$ cat config.mk
export PLATFORM = sky130hd
export DESIGN_NAME = stable_priority_queue
export DESIGN_NICKNAME = d
export VERILOG_FILES = /design/src/rtl/spq_pkg.sv /design/src/rtl/spq_ram.sv /design/src/rtl/spq_ctrl.sv /design/src/rtl/spq_dp.sv /design/src/rtl/stable_priority_queue.sv
export SDC_FILE = /design/constraint.sdc
export NUM_CORES = 1
export LEC_CHECK = 0
export BUFFER_PORTS_ARGS = -buffer_cell sky130_fd_sc_hd__buf_4
export CELL_PAD_IN_SITES_DETAIL_PLACEMENT = 0
export CELL_PAD_IN_SITES_GLOBAL_PLACEMENT = 2
export CORE_MARGIN = 1
export CORE_UTILIZATION = 31
export DETAILED_ROUTE_END_ITERATION = 8
export GPL_ROUTABILITY_DRIVEN = 0
export GPL_TIMING_DRIVEN = 0
export PLACE_DENSITY = 0.6
export RECOVER_POWER = 50
export SKIP_CTS_REPAIR_TIMING = 1
export SYNTH_ARGS = -nofsm -noshare
export SYNTH_HDL_FRONTEND = slang
export SYNTH_SLANG_ARGS = --single-unit
$ cat constraint.sdc
create_clock -name i_clk -period 14.1 [get_ports i_clk]
set_clock_uncertainty 0.2 [all_clocks]
set_input_delay 1.41 -clock i_clk [delete_from_list [all_inputs] [get_ports i_clk]]
set_output_delay 1.41 -clock i_clk [all_outputs]
set_load 0.02 [all_outputs]
$ cat src/rtl/spq_pkg.sv
`default_nettype none

package spq_pkg;

    localparam int SPQ_CAPACITY      = 16;
    localparam int SPQ_PRIORITY_BITS = 8;
    localparam int SPQ_VALUE_BITS    = 32;

    typedef enum logic [1:0] {
        ST_PUSHED = 2'd0,
        ST_POPPED = 2'd1,
        ST_EMPTY  = 2'd2,
        ST_FULL   = 2'd3
    } t_status;

    typedef enum logic [1:0] {
        RD_AT    = 2'd0,
        RD_BELOW = 2'd1,
        RD_ABOVE = 2'd2
    } t_rd_sel;

    typedef struct packed {
        logic    load_item;
        logic    idx_load_count;
        logic    idx_clear;
        logic    idx_inc;
        logic    idx_dec;
        t_rd_sel rd_sel;
        logic    wr_en;
        logic    wr_item;
        logic    cnt_inc;
        logic    cnt_dec;
        logic    cap_front;
        logic    load_out;
        t_status out_status;
    } t_dp_cmd;

    typedef struct packed {
        logic is_pop;
        logic empty;
        logic full;
        logic idx_zero;
        logic stored_ge;
        logic more_pop;
    } t_dp_stat;

endpackage

`default_nettype wire

$ cat src/rtl/spq_ram.sv
`default_nettype none

module spq_ram #(
    parameter int WIDTH = 8,
    parameter int DEPTH = 16
) (
    input  wire logic                     i_clk,
    input  wire logic                     i_we,
    input  wire logic [$clog2(DEPTH)-1:0] i_waddr,
    input  wire logic [WIDTH-1:0]         i_wdata,
    input  wire logic [$clog2(DEPTH)-1:0] i_raddr,
    output      logic [WIDTH-1:0]         o_rdata
);

    logic [WIDTH-1:0] r_mem [DEPTH];
    logic [WIDTH-1:0] r_rdata;

    always_ff @(posedge i_clk) begin
        if (i_we) begin
            r_mem[i_waddr] <= i_wdata;
        end
        r_rdata <= r_mem[i_raddr];
    end

    assign o_rdata = r_rdata;

endmodule

`default_nettype wire

$ cat src/rtl/spq_ctrl.sv
`default_nettype none

module spq_ctrl (
    input  wire logic              i_clk,
    input  wire logic              i_rst_n,
    input  wire logic              i_in_valid,
    output      logic              o_in_stall,
    output      logic              o_out_valid,
    input  wire logic              i_out_stall,
    input  wire spq_pkg::t_dp_stat i_stat,
    output      spq_pkg::t_dp_cmd  o_cmd
);

    import spq_pkg::*;

    typedef enum logic [8:0] {
        S_IDLE      = 9'b000000001,
        S_DECODE    = 9'b000000010,
        S_PUSH_RD   = 9'b000000100,
        S_PUSH_CHK  = 9'b000001000,
        S_POP_RD    = 9'b000010000,
        S_POP_CAP   = 9'b000100000,
        S_POP_MV_RD = 9'b001000000,
        S_POP_MV_WR = 9'b010000000,
        S_DONE      = 9'b100000000
    } t_state;

    t_state  r_state, n_state;
    t_status r_status, n_status;
    logic    r_out_valid, n_out_valid;
    logic    out_free;

    assign out_free = !r_out_valid || !i_out_stall;

    always_comb begin
        n_state     = r_state;
        n_status    = r_status;
        n_out_valid = r_out_valid && i_out_stall;
        o_cmd       = '0;
        o_cmd.rd_sel     = RD_AT;
        o_cmd.out_status = r_status;
        case (r_state)
            S_IDLE: begin
                if (i_in_valid) begin
                    o_cmd.load_item = 1'b1;
                    n_state = S_DECODE;
                end
            end
            S_DECODE: begin
                if (i_stat.is_pop) begin
                    if (i_stat.empty) begin
                        n_status = ST_EMPTY;
                        n_state  = S_DONE;
                    end else begin
                        o_cmd.idx_clear = 1'b1;
                        n_status = ST_POPPED;
                        n_state  = S_POP_RD;
                    end
                end else begin
                    if (i_stat.full) begin
                        n_status = ST_FULL;
                        n_state  = S_DONE;
                    end else begin
                        o_cmd.idx_load_count = 1'b1;
                        n_status = ST_PUSHED;
                        n_state  = S_PUSH_RD;
                    end
                end
            end
            S_PUSH_RD: begin
                if (i_stat.idx_zero) begin
                    o_cmd.wr_en   = 1'b1;
                    o_cmd.wr_item = 1'b1;
                    o_cmd.cnt_inc = 1'b1;
                    n_state = S_DONE;
                end else begin
                    o_cmd.rd_sel = RD_BELOW;
                    n_state = S_PUSH_CHK;
                end
            end
            S_PUSH_CHK: begin
                o_cmd.wr_en = 1'b1;
                if (i_stat.stored_ge) begin
                    o_cmd.wr_item = 1'b1;
                    o_cmd.cnt_inc = 1'b1;
                    n_state = S_DONE;
                end else begin
                    o_cmd.idx_dec = 1'b1;
                    n_state = S_PUSH_RD;
                end
            end
            S_POP_RD: begin
                o_cmd.rd_sel = RD_AT;
                n_state = S_POP_CAP;
            end
            S_POP_CAP: begin
                o_cmd.cap_front = 1'b1;
                n_state = S_POP_MV_RD;
            end
            S_POP_MV_RD: begin
                if (i_stat.more_pop) begin
                    o_cmd.rd_sel = RD_ABOVE;
                    n_state = S_POP_MV_WR;
                end else begin
                    o_cmd.cnt_dec = 1'b1;
                    n_state = S_DONE;
                end
            end
            S_POP_MV_WR: begin
                o_cmd.wr_en   = 1'b1;
                o_cmd.idx_inc = 1'b1;
                n_state = S_POP_MV_RD;
            end
            S_DONE: begin
                if (out_free) begin
                    o_cmd.load_out = 1'b1;
                    n_out_valid = 1'b1;
                    n_state = S_IDLE;
                end
            end
            default: begin
                n_state = S_IDLE;
            end
        endcase
    end

    always_ff @(posedge i_clk) begin
        if (!i_rst_n) begin
            r_state     <= S_IDLE;
            r_status    <= ST_PUSHED;
            r_out_valid <= 1'b0;
        end else begin
            r_state     <= n_state;
            r_status    <= n_status;
            r_out_valid <= n_out_valid;
        end
    end

    assign o_in_stall  = (r_state != S_IDLE);
    assign o_out_valid = r_out_valid;

endmodule

`default_nettype wire

$ cat src/rtl/spq_dp.sv
`default_nettype none

module spq_dp #(
    parameter int CAPACITY      = spq_pkg::SPQ_CAPACITY,
    parameter int PRIORITY_BITS = spq_pkg::SPQ_PRIORITY_BITS
) (
    input  wire logic                              i_clk,
    input  wire logic                              i_rst_n,
    input  wire logic                              i_cmd,
    input  wire logic [spq_pkg::SPQ_VALUE_BITS-1:0] i_value,
    input  wire logic [PRIORITY_BITS-1:0]          i_priority_req,
    output      logic [1:0]                        o_status,
    output      logic [spq_pkg::SPQ_VALUE_BITS-1:0] o_out_value,
    output      logic [PRIORITY_BITS-1:0]          o_out_priority,
    output      logic [$clog2(CAPACITY+1)-1:0]     o_occupancy,
    input  wire spq_pkg::t_dp_cmd                  i_dp_cmd,
    output      spq_pkg::t_dp_stat                 o_stat
);

    import spq_pkg::*;

    localparam int AW = $clog2(CAPACITY);
    localparam int CW = $clog2(CAPACITY + 1);
    localparam int VW = SPQ_VALUE_BITS;
    localparam int DW = PRIORITY_BITS + VW;

    logic                     r_is_pop;
    logic [VW-1:0]            r_value;
    logic [PRIORITY_BITS-1:0] r_pri;
    logic [AW-1:0]            r_idx;
    logic [CW-1:0]            r_count;
    logic [VW-1:0]            r_front_val;
    logic [PRIORITY_BITS-1:0] r_front_pri;
    logic [1:0]               r_status;
    logic [VW-1:0]            r_out_value;
    logic [PRIORITY_BITS-1:0] r_out_pri;
    logic [CW-1:0]            r_occ;

    logic [AW-1:0]            rd_addr;
    logic [DW-1:0]            rd_data;
    logic [DW-1:0]            wr_data;
    logic [PRIORITY_BITS-1:0] rd_pri;
    logic [VW-1:0]            rd_val;
    logic [CW:0]              idx_next_wide;

    assign rd_pri = rd_data[DW-1 -: PRIORITY_BITS];
    assign rd_val = rd_data[VW-1:0];

    always_comb begin
        case (i_dp_cmd.rd_sel)
            RD_AT:    rd_addr = r_idx;
            RD_BELOW: rd_addr = r_idx - AW'(1);
            RD_ABOVE: rd_addr = r_idx + AW'(1);
            default:  rd_addr = r_idx;
        endcase
    end

    assign wr_data = i_dp_cmd.wr_item ? {r_pri, r_value} : rd_data;

    spq_ram #(
        .WIDTH (DW),
        .DEPTH (CAPACITY)
    ) u_ram (
        .i_clk   (i_clk),
        .i_we    (i_dp_cmd.wr_en),
        .i_waddr (r_idx),
        .i_wdata (wr_data),
        .i_raddr (rd_addr),
        .o_rdata (rd_data)
    );

    assign idx_next_wide = (CW+1)'(r_idx) + (CW+1)'(1);

    assign o_stat.is_pop    = r_is_pop;
    assign o_stat.empty     = (r_count == '0);
    assign o_stat.full      = (r_count == CW'(CAPACITY));
    assign o_stat.idx_zero  = (r_idx == '0);
    assign o_stat.stored_ge = (rd_pri >= r_pri);
    assign o_stat.more_pop  = (idx_next_wide < {1'b0, r_count});

    always_ff @(posedge i_clk) begin
        if (i_dp_cmd.load_item) begin
            r_is_pop <= i_cmd;
            r_value  <= i_value;
            r_pri    <= i_priority_req;
        end
        if (i_dp_cmd.idx_load_count) begin
            r_idx <= AW'(r_count);
        end else if (i_dp_cmd.idx_clear) begin
            r_idx <= '0;
        end else if (i_dp_cmd.idx_inc) begin
            r_idx <= r_idx + AW'(1);
        end else if (i_dp_cmd.idx_dec) begin
            r_idx <= r_idx - AW'(1);
        end
        if (i_dp_cmd.cap_front) begin
            r_front_val <= rd_val;
            r_front_pri <= rd_pri;
        end
        if (i_dp_cmd.load_out) begin
            r_status <= i_dp_cmd.out_status;
            r_occ    <= r_count;
            if (i_dp_cmd.out_status == ST_POPPED) begin
                r_out_value <= r_front_val;
                r_out_pri   <= r_front_pri;
            end else begin
                r_out_value <= '0;
                r_out_pri   <= '0;
            end
        end
    end

    always_ff @(posedge i_clk) begin
        if (!i_rst_n) begin
            r_count <= '0;
        end else if (i_dp_cmd.cnt_inc) begin
            r_count <= r_count + CW'(1);
        end else if (i_dp_cmd.cnt_dec) begin
            r_count <= r_count - CW'(1);
        end
    end

    assign o_status       = r_status;
    assign o_out_value    = r_out_value;
    assign o_out_priority = r_out_pri;
    assign o_occupancy    = r_occ;

endmodule

`default_nettype wire

$ cat src/rtl/stable_priority_queue.sv
// A push moves each lower-priority entry back one slot from the tail and writes the new
// entry behind the last one of equal or higher priority; a pop captures the front entry
// and moves every other entry forward; a rejected push or an empty pop skips both.
// One operation is in flight at a time: the next beat is accepted in the cycle after the
// result is loaded, and a result stalled at the output delays the loading of the next.
// Reset empties the queue and clears any pending result; the entry memory is not cleared.
`default_nettype none

module stable_priority_queue #(
    parameter int CAPACITY      = spq_pkg::SPQ_CAPACITY,
    parameter int PRIORITY_BITS = spq_pkg::SPQ_PRIORITY_BITS
) (
    input  wire logic                              i_clk,
    input  wire logic                              i_rst_n,
    input  wire logic                              i_in_valid,
    output      logic                              o_in_stall,
    input  wire logic                              i_cmd,
    input  wire logic [spq_pkg::SPQ_VALUE_BITS-1:0] i_value,
    input  wire logic [PRIORITY_BITS-1:0]          i_priority_req,
    output      logic                              o_out_valid,
    input  wire logic                              i_out_stall,
    output      logic [1:0]                        o_status,
    output      logic [spq_pkg::SPQ_VALUE_BITS-1:0] o_out_value,
    output      logic [PRIORITY_BITS-1:0]          o_out_priority,
    output      logic [$clog2(CAPACITY+1)-1:0]     o_occupancy
);

    import spq_pkg::*;

    t_dp_cmd  dp_cmd;
    t_dp_stat dp_stat;

    spq_ctrl u_ctrl (
        .i_clk       (i_clk),
        .i_rst_n     (i_rst_n),
        .i_in_valid  (i_in_valid),
        .o_in_stall  (o_in_stall),
        .o_out_valid (o_out_valid),
        .i_out_stall (i_out_stall),
        .i_stat      (dp_stat),
        .o_cmd       (dp_cmd)
    );

    spq_dp #(
        .CAPACITY      (CAPACITY),
        .PRIORITY_BITS (PRIORITY_BITS)
    ) u_dp (
        .i_clk          (i_clk),
        .i_rst_n        (i_rst_n),
        .i_cmd          (i_cmd),
        .i_value        (i_value),
        .i_priority_req (i_priority_req),
        .o_status       (o_status),
        .o_out_value    (o_out_value),
        .o_out_priority (o_out_priority),
        .o_occupancy    (o_occupancy),
        .i_dp_cmd       (dp_cmd),
        .o_stat         (dp_stat)
    );

endmodule

`default_nettype wire

======== Word level (Yosys, flattened, before mapping) ========
Memories as Yosys holds them, arrays and structs flattened. A register that Yosys moved wholly into a read port is not among the register bits.
Index checks and enable logic that the tools add are counted.
word-level totals
  word-level logic and storage cells ...... 95
  register bits after elaboration ......... 149
  bits in latches ......................... 0
  bits of input ports ..................... 45
  RAM bits ................................ 640
  memory bits (read-only) ................. 0
  memories kept ........................... 1
operators by class
  bitwise logic cells ..................... 0
  multiply operators ...................... 0
  equality and inequality tests ........... 16
  reductions and logical operators ........ 11
  divide/modulo/power cells ............... 0
  muxes and demuxes ....................... 46
  add/sub/neg operators ................... 5
  order comparisons ....................... 2
  shifts and indexed selects .............. 0
memories
  name              depth  width  read ports  clocked after Yosys merged registers in  wr ports  RTL line       text
  u_dp.u_ram.r_mem  16     40     1           1                                        1         spq_ram.sv:15  logic [WIDTH-1:0] r_mem [DEPTH];
operators with widths
  kind                                                                      count
  9-bit two-way mux                                                         8
  9-bit case mux with 8 select lines                                        1
  40-bit two-way mux                                                        1
  1-bit two-way mux                                                         19
  4-bit two-way mux                                                         4
  2-bit two-way mux                                                         6
  5-bit two-way mux                                                         2
  9-bit by 1-bit equality test with 1-bit output (second input constant)    1
  9-bit by 2-bit equality test with 1-bit output (second input constant)    1
  9-bit by 3-bit equality test with 1-bit output (second input constant)    1
  9-bit by 4-bit equality test with 1-bit output (second input constant)    1
  9-bit by 5-bit equality test with 1-bit output (second input constant)    1
  9-bit by 6-bit equality test with 1-bit output (second input constant)    1
  9-bit by 7-bit equality test with 1-bit output (second input constant)    1
  9-bit by 8-bit equality test with 1-bit output (second input constant)    1
  9-bit equality test (second input constant)                               1
  9-bit by 1-bit inequality test with 1-bit output (second input constant)  1
  8-bit greater-or-equal comparator                                         1
  2-bit case mux with 2 select lines                                        2
  4-bit case mux with 2 select lines                                        1
  6-bit by 5-bit < comparator with 1-bit output                             1
  4-bit by 1-bit adder with 5-bit output (second input constant)            1
  5-bit by 1-bit adder with 5-bit output (second input constant)            1
  5-bit equality test (second input constant)                               1
  other kinds (18)                                                          21

======== Depth between registers and ports, before layout ========
  word-level depth ........................ 7
  mapped depth ............................ 17
  gate-level depth less buffers ........... 13

======== Modules after synthesis ========
Synthesis repeated with hierarchy kept, for this count alone.
second synthesis, totals
  cells, all modules ...................... 1477
  area, all modules ....................... 31572.8 um^2
modules (own cells, without submodules)
  module    times used  area each (um^2)  cells each
  spq_ram   1           25131.6           1040
  spq_dp    1           5715.5            358
  spq_ctrl  1           725.7             79

======== Worst setup path after synthesis ========
OpenSTA, ideal clock, no wires.
  path kind ............................... reg-to-reg
  start ................................... register u_dp.r_idx[0]
  end ..................................... memory u_dp.u_ram.r_mem[3][0] in the netlist's numbering, enable pin
  period minus slack after synthesis ...... 4.993 ns
  cell stages (with the launch flop) ...... 8
  data required time ...................... 13.413 ns
  data arrival time ....................... 4.306 ns
  buffers on the path ..................... 0
  setup time .............................. 0.487 ns
  path slack .............................. 9.107 ns
  cells stage by stage .................... edfxtp_1 -> inv_1 -> ha_1 -> nor3b_1 -> and4_1 -> or3_1 -> nand2_1 -> nor3_1
between the ends
  longest elaborated chain between the ends .. 5
ends and longest elaborated chain
  element                                  RTL line        text
  start, declared                          spq_dp.sv:30    logic [AW-1:0] r_idx;
  start signal, assigned                   spq_dp.sv:88    r_idx <= AW'(r_count);
  start signal, assigned                   spq_dp.sv:92    r_idx <= r_idx + AW'(1);
  start signal, assigned                   spq_dp.sv:94    r_idx <= r_idx - AW'(1);
  4-bit zero test                          spq_dp.sv:77    assign o_stat.idx_zero = (r_idx == '0);
  3-bit two-way mux                        spq_ctrl.sv:71  if (i_stat.idx_zero) begin
  1-bit case mux with 2 select lines       spq_ctrl.sv:42  case (r_state)
  1-bit two-way mux                        spq_ram.sv:19   if (i_we) begin
  1-bit two-way mux (not written as such)  spq_ram.sv:20   r_mem[i_waddr] <= i_wdata;
  end, declared                            spq_ram.sv:15
Several ways; a longest one is shown, not always the timed one.

======== Final worst setup path ========
  start ................................... register u_ctrl.r_state[8]
  end ..................................... memory u_dp.u_ram.r_mem[11][33] in the netlist's numbering, enable pin
between the ends
  longest elaborated chain between the ends .. 5
ends and longest elaborated chain
  element                                                                                                                  RTL line         text
  start, declared                                                                                                          spq_ctrl.sv:28   t_state r_state, n_state;
  start signal, assigned                                                                                                   spq_ctrl.sv:133  r_state <= n_state;
  9-bit by 4-bit equality test with 1-bit output / 9-bit by 8-bit equality test with 1-bit output (equally long branches)  spq_ctrl.sv:42
  2-bit OR reduction (no source line)                                                                                      --
  1-bit case mux with 2 select lines (*)                                                                                   spq_ctrl.sv:42
  1-bit two-way mux (*)                                                                                                    spq_ram.sv:19
  1-bit two-way mux (not written as such) (*)                                                                              spq_ram.sv:20
Every way passes the cells marked *; elsewhere a longest branch is shown, timed or not.

==> impl_metrics.env <==
export IMPL_synth_seq_area_share_pct=76.7
export IMPL_drt_total_wl_um=76800
export IMPL_grt_pass1_vias=15772
export IMPL_synth_fp_nets=1552
export IMPL_wl_per_cell_um=24.3
export IMPL_grt_max_degree=42
export IMPL_hold_path_class="reg -> reg"
export IMPL_antenna_found_initial=0
export IMPL_worstReg2RegEnd="u_dp.u_ram.r_mem[11][33]"
export IMPL_yosys_register_bits=829
export IMPL_drv_slew=303
export IMPL_vias=14749
export IMPL_setup_tns_ns=0
export IMPL_timing_fmax_mhz=158
export IMPL_combPwrFrac_pct=1.8
export IMPL_synth_commonest_cells="edfxtp_1, mux4_2, mux2i_1"
export IMPL_syn_avg_cell_area_sq_um=21.4
export IMPL_cp_required_ns=14.14
export IMPL_place_inst=2985
export IMPL_regToRegSetupSlack_ns=7.78
export IMPL_p_switching_mw=1.06
export IMPL_grtUsageTotal_pct=15.0
export IMPL_rows=116
export IMPL_io_buffer_count=92
export IMPL_netSwitchingFraction_pct=19.9
export IMPL_worst_slew_pin_slew_ns=4.18
export IMPL_crit_slowest_cell="nor4_1"
export IMPL_die_area_sq_mm=0.104
export IMPL_initialDrtViolationCount=1080
export IMPL_clkLatencyLatePin_ns=0.66
export IMPL_hold_end="u_dp.r_front_val[20]"
export IMPL_synth_area_top_cells="edfxtp_1, mux4_2, mux2i_1"
export IMPL_drtAntennaViolNets=0
export IMPL_slowest_delay_ns=1.39
export IMPL_p_int_mw=4.25
export IMPL_fin_crit_sh_pct=44.8
export IMPL_clockPowerShare_pct=47.5
export IMPL_fin_nets=1790
export IMPL_synthArstFlopShare_pct=0
export IMPL_maxCapViolCount=18
export IMPL_whs_path_depth=0
export IMPL_vdd_drop_max_mv=0.0966
export IMPL_syn_instance_count=1484
export IMPL_cts_root_buf="clkbuf_16"
export IMPL_leakage_nw=12.4
export IMPL_cts_tree="yes"
export IMPL_layoutNonFillerInstCount=3158
export IMPL_cp_max_fo=19
export IMPL_synthToLayoutAreaGrowth_pct=18.1
export IMPL_cts_buffer_depth=3
export IMPL_ys_warn_count=0
export IMPL_grt_overflow=0
export IMPL_finalHoldViolations=0
export IMPL_arrival_ns=6.36
export IMPL_rsz0062_at_grt="false"
export IMPL_first_pass_iters=6
export IMPL_powerDensity_mw_per_mm2=142
export IMPL_dp_hpwl_um=48900
export IMPL_io_pins=94
export IMPL_synth_edf_count=772
export IMPL_period_minus_slack_ns=6.32
export IMPL_syn_area_sq_mm=0.0317
export IMPL_start_kind="register"
export IMPL_synth_most_common_cell="edfxtp_1"
export IMPL_violations="capacitance limit, slew limit"
export IMPL_coreArea_sq_mm=0.101
export IMPL_htree_levels=3
export IMPL_min_from="u_dp.u_ram.o_rdata[20]"
export IMPL_route_detailed_drc=0
export IMPL_cts_buffers=92
export IMPL_r2r_start="u_ctrl.r_state[8]"
export IMPL_ys_flop_type="edfxtp_1"
export IMPL_clock_sinks=829
export IMPL_grt_pass1_wl_um=111000
export IMPL_netlist_area_leader_share_pct=73.1
export IMPL_die_height_um=322
export IMPL_routed_via_density=4.67
export IMPL_fin_util_pct=37.2
export IMPL_worstRegToRegCells=7
export IMPL_fp_dieW_um=322
export IMPL_setup_viol=0
export IMPL_drive_gt1_share_pct=24.5
export IMPL_ys_types=54
export IMPL_status="finished with violations"
export IMPL_crit_type="reg -> reg"
export IMPL_cp_end_kind="register"
export IMPL_slew_headroom_pct=-179
export IMPL_clk_pin_slew_ns=0.06
export IMPL_n_antenna_cell=0
export IMPL_yosysTopAreaCell="edfxtp_1"
export IMPL_seqPwrFrac_pct=50.8
export IMPL_initial_utilization_pct=31.5
export IMPL_path_cells="or3_1 -> nor4_1 -> or3_1 -> nand2_1 -> nor2_1 -> clkbuf_1 -> clkbuf_1"
==> power by group through the flow <==
stage | Sequential, mW | Combinational, mW | Clock [mW]
after floorplan | 2.74 | 0.0549 | 0
after global placement | 2.75 | 0.0940 | 0
after detailed placement | 2.75 | 0.0985 | 0
after CTS | 2.69 | 0.0990 | 2.58
after global routing | 2.70 | 0.103 | 2.67
final | 2.69 | 0.0933 | 2.52
==> critical path: cells and delay by family, from the launching register on <==
kind | cells | cell delay, ns
buffers and inverters | 2 | 2.31
flip-flops | 1 | 0.34
AND/OR/NAND/NOR | 5 | 3.03
==> worst max path at each step <==
stage          depth (start not counted)                        to              start  slack (ns)
2_1_floorplan                          7    u_dp.u_ram.r_mem[3][0]      u_dp.r_idx[0]        9.11
3_3_place_gp                           7   u_dp.u_ram.r_mem[3][20]      u_dp.r_idx[0]        4.86
3_5_place_dp                          15    u_dp.u_ram.o_rdata[33]      u_dp.r_idx[2]        8.44
4_1_cts                               15    u_dp.u_ram.o_rdata[33]      u_dp.r_idx[2]        8.43
5_1_grt                                7  u_dp.u_ram.r_mem[11][30]  u_ctrl.r_state[5]        7.50
6_report                               7  u_dp.u_ram.r_mem[11][33]  u_ctrl.r_state[8]        7.78
==> layer usage <==
metal  wire length [um]  up-vias  track usage [%]
li1                   -     6551                -
met3               4270      117             3.35
met4               1460        2             3.64
met5                137        -            0.946
met2              37000      358             24.6
met1              34000     7721             20.2
==> placed cells by master, fill, tap and decap left out, types with 5 or more instances in the layout <==
cell,Yosys,routed
edfxtp_1,772,772
mux4_2,160,160
clkbuf_1,22,130
mux2i_1,128,128
clkbuf_16,0,94
dfxtp_1,57,57
mux2_2,38,38
clkbuf_4,0,38
and2_0,0,35
nor2_1,34,34
nand2_1,26,26
inv_1,25,25
buf_6,11,23
ha_1,22,22
buf_2,19,19
buf_4,12,18
clkinv_2,0,15
bufinv_16,0,14
a21oi_1,11,11
nor3_1,10,10
o21ai_0,9,9
clkinv_1,0,9
nand2b_1,8,8
clkbuf_8,0,8
nand3_1,7,7
o21a_1,7,7
and2_1,41,6
xor2_1,5,5
a211oi_1,4,5
==> sequential cells by signal, summed over array words and instances (netlist names) <==
signal	count
u_dp.r_front_pri	8
u_dp.r_idx	4
u_dp.r_is_pop	1
u_dp.u_ram.r_mem	640
u_dp.r_count	5
u_dp.o_status	2
u_dp.r_pri	8
u_dp.u_ram.o_rdata	40
u_dp.r_value	32
u_ctrl.r_state	9
u_dp.o_out_value	32
u_ctrl.r_status	2
u_dp.r_front_val	32
u_ctrl.o_out_valid	1
u_dp.o_out_priority	8
u_dp.o_occupancy	5
==> cell type report <==
class | instances | area (sq um)
plain buffers | 64 | 392
flip-flops and latches | 829 | 24300
well taps | 1357 | 1700
multi-input cells | 566 | 6890
fillers | 9286 | 63300
clock inverters | 48 | 676
inverters | 25 | 93.8
clock buffers | 125 | 2550
repair buffers | 144 | 835
==> stage by stage <==
stage / instance area [sq um] / setup WS, ns / hold WS [ns] / power (mW)
floorplan: 31700 / 9.11 / 0.203 / 2.79
finish: 37500 / 7.78 / 0.224 / 5.31
global route: 37500 / 7.50 / 0.229 / 5.47
global placement: 34100 / 4.86 / 0.214 / 2.84
detailed placement: 35100 / 8.44 / 0.212 / 2.84
CTS: 38400 / 8.43 / 0.221 / 5.38
==> kinds of logic after synthesis <==
group | synth area share [%]
adders and majority gates | 0.931
xor gates and xnor gates | 0.249
muxes | 16.8
DFF | 76.7
AOI/OAI and AO/OA | 1.18
and+or+nand+nor | 2.58
buffers and inverters | 1.53
Power figures use the tool's default switching activity.
